## config.mk

```make
export PLATFORM = sky130hd
export DESIGN_NAME = overwrite_ring_fifo_core
export DESIGN_NICKNAME = d
export VERILOG_FILES = /design/src/rtl/owrf_pkg.sv /design/src/rtl/overwrite_ring_fifo_core.sv
export SDC_FILE = /design/constraint.sdc
export NUM_CORES = 2
export LEC_CHECK = 0
export BUFFER_PORTS_ARGS = -buffer_cell sky130_fd_sc_hd__buf_4
export CAP_MARGIN = 15
export CORE_MARGIN = 2
export CORE_UTILIZATION = 30
export DETAILED_ROUTE_END_ITERATION = 16
export MAX_ROUTING_LAYER = met4
export RECOVER_POWER = 50
export SLEW_MARGIN = 10
export SYNTH_ARGS = -nofsm -noshare
export SYNTH_HDL_FRONTEND = slang
export SYNTH_SLANG_ARGS = --single-unit
```

## constraint.sdc

```tcl
create_clock -name clk -period 22.7 [get_ports clk]
set_clock_uncertainty 0.15 [all_clocks]
set_input_delay 4.54 -clock clk [delete_from_list [all_inputs] [get_ports clk]]
set_output_delay 4.54 -clock clk [all_outputs]
set_load 0.02 [all_outputs]
```

## src/rtl/owrf_pkg.sv

```systemverilog
// Shared types and constants for the overwrite-oldest ring FIFO.
`timescale 1ns / 1ps

package owrf_pkg;

    localparam int DEPTH_DEF      = 16;
    localparam int DATA_WIDTH_DEF = 64;
    localparam int MAX_POP        = 16;

    localparam int CMD_W  = 3;
    localparam int WORD_W = 64;
    localparam int REQ_W  = 5;
    localparam int OCC_W  = 5;
    localparam int CAP_W  = 5;

    localparam logic [CMD_W-1:0] CMD_PUSH  = 3'd0;
    localparam logic [CMD_W-1:0] CMD_POP   = 3'd1;
    localparam logic [CMD_W-1:0] CMD_MPOP  = 3'd2;
    localparam logic [CMD_W-1:0] CMD_PEEK  = 3'd3;
    localparam logic [CMD_W-1:0] CMD_CLEAR = 3'd4;

    typedef struct packed {
        logic [CMD_W-1:0]  cmd;
        logic [WORD_W-1:0] frame_data;
        logic              frame_flag;
        logic [REQ_W-1:0]  pop_request;
    } owrf_in_t;

    typedef struct packed {
        logic [WORD_W-1:0] out_data;
        logic              out_present;
        logic              out_last;
        logic              overwrote_oldest;
        logic [OCC_W-1:0]  occupancy;
        logic              is_empty;
        logic              is_full;
    } owrf_out_t;

endpackage

```

## src/rtl/overwrite_ring_fifo_core.sv

```systemverilog
// Overwrite-oldest ring FIFO of flagged frame words with a small command sequencer.
// Push, clear, unknown commands and pop, peek or multi pop with nothing to read answer straight from idle.
// Pop and peek with a live entry pass through a read state for the registered slot read.
// Multi pop: each removed entry takes a read state, then an evaluate state, and a close-out state ends the run.
// A new beat is taken only with the sequencer idle, the result register free and no capacity write.
// Reset clears pointers and count and sets capacity to DEPTH; slot storage is not cleared.
`timescale 1ns / 1ps

module overwrite_ring_fifo_core
    import owrf_pkg::*;
#(
    parameter int DEPTH      = DEPTH_DEF,
    parameter int DATA_WIDTH = DATA_WIDTH_DEF
)
(
    input  logic             clk,
    input  logic             rst_n,
    input  logic             cfg_wr_en,
    input  logic [CAP_W-1:0] cfg_wr_data,
    input  logic             in_valid,
    output logic             in_stall,
    input  owrf_in_t         in_item,
    output logic             res_valid,
    input  logic             res_stall,
    output owrf_out_t        res_item
);

    localparam int PTR_W = (DEPTH > 1) ? $clog2(DEPTH) : 1;
    localparam int CNT_W = $clog2(DEPTH + 1);
    localparam int CMP_W = (CNT_W > REQ_W) ? CNT_W : REQ_W;

    localparam logic [2:0] S_IDLE  = 3'd0;
    localparam logic [2:0] S_RD    = 3'd1;
    localparam logic [2:0] S_MADDR = 3'd2;
    localparam logic [2:0] S_MEVAL = 3'd3;
    localparam logic [2:0] S_MEND  = 3'd4;

    logic [2:0]            state_reg, state_next;
    logic [PTR_W-1:0]      rp_reg, rp_next;
    logic [PTR_W-1:0]      wp_reg, wp_next;
    logic [CNT_W-1:0]      fill_reg, fill_next;
    logic [CNT_W-1:0]      cap_reg, cap_next;
    logic [CNT_W-1:0]      cnt_reg, cnt_next;
    logic                  peek_reg, peek_next;
    logic                  pend_valid_reg, pend_valid_next;
    logic [DATA_WIDTH-1:0] pend_data_reg, pend_data_next;
    logic                  res_valid_reg;
    owrf_out_t             res_reg;

    logic [DATA_WIDTH:0]   slot_mem [DEPTH];
    logic [DATA_WIDTH-1:0] rd_data_reg;
    logic                  rd_flag_reg;
    logic [PTR_W-1:0]      rd_addr;
    logic                  rd_en;
    logic                  mem_we;

    logic                  out_free;
    logic                  in_fire;
    logic                  emit;
    logic [DATA_WIDTH-1:0] emit_data;
    logic                  emit_present;
    logic                  emit_last;
    logic                  emit_over;

    logic [CMP_W-1:0]      req_sat;
    logic [CMP_W-1:0]      fill_ext;
    logic [CNT_W-1:0]      pop_n;
    logic [CMP_W-1:0]      cap_raw;
    logic [CNT_W-1:0]      cap_cfg;
    logic [PTR_W-1:0]      peek_idx;

    function automatic logic [PTR_W-1:0] adv(input logic [PTR_W-1:0] p,
                                             input logic [CNT_W-1:0] cap);
        logic [CNT_W-1:0] p1;
        p1 = CNT_W'({1'b0, p}) + CNT_W'(1);
        return (p1 == cap) ? '0 : PTR_W'(p1);
    endfunction

    assign out_free = !res_valid_reg || !res_stall;
    assign in_stall = !((state_reg == S_IDLE) && out_free) || cfg_wr_en;
    assign in_fire  = in_valid && !in_stall;
    assign rd_en    = (state_reg == S_IDLE) || (state_reg == S_MADDR);

    assign req_sat  = (CMP_W'(in_item.pop_request) > CMP_W'(MAX_POP))
                      ? CMP_W'(MAX_POP) : CMP_W'(in_item.pop_request);
    assign fill_ext = CMP_W'(fill_reg);
    assign pop_n    = (req_sat < fill_ext) ? CNT_W'(req_sat) : fill_reg;
    assign peek_idx = (wp_reg == '0) ? PTR_W'(cap_reg - CNT_W'(1)) : wp_reg - PTR_W'(1);

    assign cap_raw  = CMP_W'(cfg_wr_data);
    assign cap_cfg  = (cap_raw == '0) ? CNT_W'(1)
                    : (cap_raw > CMP_W'(DEPTH)) ? CNT_W'(DEPTH) : CNT_W'(cap_raw);

    always_comb
    begin
        state_next      = state_reg;
        rp_next         = rp_reg;
        wp_next         = wp_reg;
        fill_next       = fill_reg;
        cap_next        = cap_reg;
        cnt_next        = cnt_reg;
        peek_next       = peek_reg;
        pend_valid_next = pend_valid_reg;
        pend_data_next  = pend_data_reg;
        rd_addr         = rp_reg;
        mem_we          = 1'b0;
        emit            = 1'b0;
        emit_data       = '0;
        emit_present    = 1'b0;
        emit_last       = 1'b1;
        emit_over       = 1'b0;

        if (cfg_wr_en)
        begin
            cap_next  = cap_cfg;
            rp_next   = '0;
            wp_next   = '0;
            fill_next = '0;
        end
        else
        begin
            unique case (state_reg)
                S_IDLE:
                begin
                    if (in_item.cmd == CMD_PEEK)
                    begin
                        rd_addr = peek_idx;
                    end
                    if (in_fire)
                    begin
                        case (in_item.cmd)
                            CMD_PUSH:
                            begin
                                mem_we  = 1'b1;
                                wp_next = adv(wp_reg, cap_reg);
                                if (fill_reg < cap_reg)
                                begin
                                    fill_next = fill_reg + CNT_W'(1);
                                end
                                else
                                begin
                                    rp_next   = adv(rp_reg, cap_reg);
                                    emit_over = 1'b1;
                                end
                                emit = 1'b1;
                            end
                            CMD_POP:
                            begin
                                if (fill_reg != '0)
                                begin
                                    rp_next    = adv(rp_reg, cap_reg);
                                    fill_next  = fill_reg - CNT_W'(1);
                                    peek_next  = 1'b0;
                                    state_next = S_RD;
                                end
                                else
                                begin
                                    emit = 1'b1;
                                end
                            end
                            CMD_MPOP:
                            begin
                                if (pop_n == '0)
                                begin
                                    emit = 1'b1;
                                end
                                else
                                begin
                                    fill_next       = fill_reg - pop_n;
                                    cnt_next        = pop_n;
                                    pend_valid_next = 1'b0;
                                    state_next      = S_MADDR;
                                end
                            end
                            CMD_PEEK:
                            begin
                                if (fill_reg != '0)
                                begin
                                    peek_next  = 1'b1;
                                    state_next = S_RD;
                                end
                                else
                                begin
                                    emit = 1'b1;
                                end
                            end
                            CMD_CLEAR:
                            begin
                                rp_next   = '0;
                                wp_next   = '0;
                                fill_next = '0;
                                emit      = 1'b1;
                            end
                            default:
                            begin
                                emit = 1'b1;
                            end
                        endcase
                    end
                end
                S_RD:
                begin
                    if (out_free)
                    begin
                        emit         = 1'b1;
                        emit_present = !peek_reg || rd_flag_reg;
                        emit_data    = emit_present ? rd_data_reg : '0;
                        state_next   = S_IDLE;
                    end
                end
                S_MADDR:
                begin
                    state_next = S_MEVAL;
                end
                S_MEVAL:
                begin
                    if (!(rd_flag_reg && pend_valid_reg && !out_free))
                    begin
                        rp_next  = adv(rp_reg, cap_reg);
                        cnt_next = cnt_reg - CNT_W'(1);
                        if (rd_flag_reg)
                        begin
                            if (pend_valid_reg)
                            begin
                                emit         = 1'b1;
                                emit_present = 1'b1;
                                emit_data    = pend_data_reg;
                                emit_last    = 1'b0;
                            end
                            pend_valid_next = 1'b1;
                            pend_data_next  = rd_data_reg;
                        end
                        state_next = (cnt_reg == CNT_W'(1)) ? S_MEND : S_MADDR;
                    end
                end
                S_MEND:
                begin
                    if (out_free)
                    begin
                        emit            = 1'b1;
                        emit_present    = pend_valid_reg;
                        emit_data       = pend_valid_reg ? pend_data_reg : '0;
                        pend_valid_next = 1'b0;
                        state_next      = S_IDLE;
                    end
                end
                default:
                begin
                    state_next = S_IDLE;
                end
            endcase
        end
    end

    always_ff @(posedge clk or negedge rst_n)
    begin
        if (!rst_n)
        begin
            state_reg      <= S_IDLE;
            rp_reg         <= '0;
            wp_reg         <= '0;
            fill_reg       <= '0;
            cap_reg        <= CNT_W'(DEPTH);
            cnt_reg        <= '0;
            peek_reg       <= 1'b0;
            pend_valid_reg <= 1'b0;
            res_valid_reg  <= 1'b0;
        end
        else
        begin
            state_reg      <= state_next;
            rp_reg         <= rp_next;
            wp_reg         <= wp_next;
            fill_reg       <= fill_next;
            cap_reg        <= cap_next;
            cnt_reg        <= cnt_next;
            peek_reg       <= peek_next;
            pend_valid_reg <= pend_valid_next;
            if (emit)
            begin
                res_valid_reg <= 1'b1;
            end
            else if (!res_stall)
            begin
                res_valid_reg <= 1'b0;
            end
        end
    end

    always_ff @(posedge clk)
    begin
        pend_data_reg <= pend_data_next;
        if (emit)
        begin
            res_reg.out_data         <= WORD_W'(emit_data);
            res_reg.out_present      <= emit_present;
            res_reg.out_last         <= emit_last;
            res_reg.overwrote_oldest <= emit_over;
            res_reg.occupancy        <= OCC_W'(fill_next);
            res_reg.is_empty         <= (fill_next == '0);
            res_reg.is_full          <= (fill_next == cap_reg);
        end
    end

    always_ff @(posedge clk)
    begin
        if (mem_we)
        begin
            slot_mem[wp_reg] <= {in_item.frame_flag, in_item.frame_data[DATA_WIDTH-1:0]};
        end
        if (rd_en)
        begin
            {rd_flag_reg, rd_data_reg} <= slot_mem[rd_addr];
        end
    end

    assign res_valid = res_valid_reg;
    assign res_item  = res_reg;

`ifndef SYNTHESIS
    a_fill_in_cap: assert property (@(posedge clk) disable iff (!rst_n)
        fill_reg <= cap_reg)
        else $error("fill count above capacity");

    a_ptr_in_cap: assert property (@(posedge clk) disable iff (!rst_n)
        (CNT_W'({1'b0, rp_reg}) < cap_reg) && (CNT_W'({1'b0, wp_reg}) < cap_reg))
        else $error("ring pointer outside capacity");

    a_pend_in_mpop: assert property (@(posedge clk) disable iff (!rst_n)
        pend_valid_reg |-> (state_reg == S_MADDR || state_reg == S_MEVAL
                            || state_reg == S_MEND))
        else $error("pending multi pop beat outside multi pop");

    a_mend_done: assert property (@(posedge clk) disable iff (!rst_n)
        (state_reg == S_MEND) |-> (cnt_reg == '0))
        else $error("multi pop closed with entries left");
`endif

endmodule
```

==> results by group <==
STA
  • TNS Setup: 0 ns
  • Worst-Margin Slew: 3.99 ns
  • Fmax: 95.1 MHz
  • Slew Limit Fails: 186
  • Setup Viol. Count Final: 0
  • Hold slack: 0.263 ns
  • Final min period: 10.52 ns
  • Final Worst Setup Slack: 12.18 ns
  • Slew margin rel.: -166%
  • Crit share post-route: 46.3%
  • Final hold violation count: 0
  • RSZ-0062 raised after global routing: false

Cells and area
  • Max FFs per register: 1,040
  • Area Overhead vs Synth: 14.1%
  • Final net count: 4,004
  • Fin cells: 6,235
  • Largest Register: slot_mem
  • Design Area, Final: 0.0580 mm2
  • Final Util: 34.3%
  • Layout cell share with drive strength beyond 1: 8.27%

Worst setup path
  • Critical Path RT: 18.01 ns
  • Crit Path Max Fanout: 23
  • Worst setup path class: in -> out
  • CP Capture Type: output pin
  • Setup crit start: cfg_wr_en
  • CP startpoint kind: input port
  • R2r worst-path depth: 5
  • Worst Path Arrival: 5.83 ns
  • Capture point of the worst reg-to-reg path: res_item[34]
  • Flop-to-flop setup slack: 15.97 ns
  • Worst R2R Start: state_reg[0]

Place
  • Number of cells after detailed placement: 5,997
  • Hpwl dp: 67.5 mm
  • Area post-placement: 0.0545 mm2
  • Worst slack, placed: 12.52 ns
  • GPL Wtd Cong: 0.817
  • I/O Buffers: 158

Routing
  • First drt pass iteration count: 5
  • Routed length on met3: 8.78 mm
  • DRT antenna net count: 0
  • Met1 WL: 56.4 mm
  • DR WL met2: 67.1 mm
  • Top sig layer: met4
  • Routed vias/inst: 5.10
  • Vias: 31.8k
  • Post-route DRC: 0
  • Routed wire length: 136 mm
  • Initial DRC Count: 3,422
  • WL per Instance: 21.8 um

Clock tree
  • Maximum clock path buffer count: 3
  • Clock Tree Root: clkbuf_16
  • Clock Sinks: 1,272
  • Hold buffer count at CTS: 0
  • Clk pin slew, worst setup/hold paths: 0.06 ns
  • TritonCTS clock tree: yes
  • Worst-skew pair later-pin latency: 0.75 ns
  • # resized after CTS: 0
  • Post-CTS Repair Setup Buffers: 0
  • H-Tree Depth: 3
  • Num CTS Buffers: 119

Die
  • Die ar.: 0.173 mm2
  • Starting Density: 30.1%
  • CORE AREA: 0.169 mm2
  • Die W: 416 um
  • DIE HEIGHT: 416 um
  • Placement Rows: 151
  • IO Count: 159

Power
  • VDD IR max: 0.0000707 V
  • Tot Pwr: 5.51 mW
  • Switch share: 26.4%
  • P_int: 4.06 mW
  • P per Cell Area: 95.0 mW/mm2
  • Sequential power share: 50.6%
  • Lkg Pwr: 19.0 nW
  • P_sw: 1.45 mW
  • Clock share of power: 36.3%
  • Combinational power share: 13.2%

Yosys
  • Total number of yosys warnings: 0
  • Mean Syn Cell Area: 13.3 um2
  • Syn nets: 3,923
  • Adder-Cell Fraction of Synth Area: 0.551%
  • Largest family of logic cells by synthesized area: simple AND/OR/NAND/NOR gates
  • Post-synthesis mux area share: 0.187%
  • Post-synth cell types: 72
  • Post-synth top flop: edfxtp_1
  • XOR/XNOR share of the synthesized area: 0.258%
  • Synth Area in Simple Gates: 14.4%
  • Post-synth EDFFs: 1,243
  • Cell count after synthesis: 3,819
  • #FFs+latches synth: 1,272
  • Post-synth ARST share: 2.28%
  • Compound-cell area share of the yosys netlist: 7.46%
  • Seq/Total Area, Yosys: 74.8%
  • Syn Std Cell Area: 0.0509 mm2

Worst hold path
  • Hold path depth: 0
  • Hold Path Class: reg -> reg
  • Hold Path End: pend_data_reg[22]
  • Worst min-delay path startpoint: rd_data_reg[22]

Flow run
  • Max Cap Viol: 6

Global route
  • Largest net degree at the start of global routing: 175
  • First-pass GRT wire length: 200 mm
  • Total global routing overflow: 0
  • Antenna violations before repair: 27
  • GRT Overall Usage: 15.7%
  • Vias in the first global route: 30.8k

Status
  • Failing checks: max-capacitance violations, max-slew violations
  • Outcome: finished, violations left
==> cells by family (layout without fill, tap and decap cells) <==
logic type,count (synthesis),count (layout)
fa+ha+maj,22,22
simple gates,1690,1690
buf+inv,290,473
mux,9,9
other cells,0,15
xor+xnor,15,15
compound gates,521,521
flops,1272,1272
==> layout make-up <==
cell class	instances	area, um2
fill	16500	111000
sequential	1272	38100
multi-input combinational	2257	11800
clock buffer	144	3110
tap	2218	2780
timing repair buffer	220	1320
clock inverter	79	778
inverter	30	113
antenna	15	37.5
==> synth_stat cells, drive strengths merged, types with 5 or more instances <==
master / n / share of area [%]
clkbuf: 165 / 1.2
and2: 5 / 0.062
nand3: 274 / 2.7
buf: 95 / 0.90
o21ai: 50 / 0.51
a31oi: 75 / 0.95
nand4: 7 / 0.098
and3: 135 / 1.7
xnor2: 11 / 0.19
a311oi: 196 / 3.4
nand2: 1080 / 8.0
nor4: 18 / 0.22
ha: 20 / 0.49
nor2b: 11 / 0.14
or3: 10 / 0.13
mux2i: 5 / 0.098
nor3: 19 / 0.22
o211ai: 5 / 0.074
inv: 29 / 0.21
dfrtp: 28 / 1.4
nor2: 104 / 0.77
a22oi: 66 / 0.97
a21oi: 89 / 0.88
nand2b: 9 / 0.13
edfxtp: 1243 / 73
==> how the worst max path moves through the flow <==
stage,endpoint,slack (ns),cells past startpoint
CTS,in_stall,12.52,4
global placement,in_stall,12.55,4
finish,in_stall,12.18,4
detailed placement,in_stall,12.52,4
global route,in_stall,12.05,4
floorplan,slot_mem[4][0],10.19,6
==> power groups by stage <==
| stage | registers, mW | logic [mW] | clock network, mW |
|---|---|---|---|
| after floorplan | 2.83 | 0.452 | 0 |
| after global placement | 2.83 | 0.735 | 0 |
| after detailed placement | 2.83 | 0.744 | 0 |
| after CTS | 2.78 | 0.746 | 2.04 |
| after global routing | 2.80 | 0.793 | 2.12 |
| final | 2.79 | 0.726 | 2.00 |
==> critical path, cell delays in order <==
cell and delay [ns]:
clkbuf_1 0.72, a21oi_1 0.27, nand2_1 0.14, buf_4 0.15
==> per-layer routing <==
layer	GRT usage (%)	vias to the layer above
li1	-	14400
met1	19.6	16100
met4	5.64	0
met5	-	-
met3	2.38	218
met2	25.9	1062
==> layout by cell type, fill, tap and decap left out, types with 15 or more instances in the layout <==
cell and count:
dfrtp_1 28, nor2_1 99, edfxtp_1 1243, a31oi_1 74
a22oi_1 66, o21ai_0 46, nor3_1 16, nand2_1 1080
clkbuf_1 128, nand3_1 274, and3_1 134, clkbuf_16 121
inv_1 29, a21oi_1 89, buf_4 110, clkinv_1 29
clkinv_2 26, a311oi_1 196, ha_1 20, diode_2 15
Power figures use the tool's default switching activity.
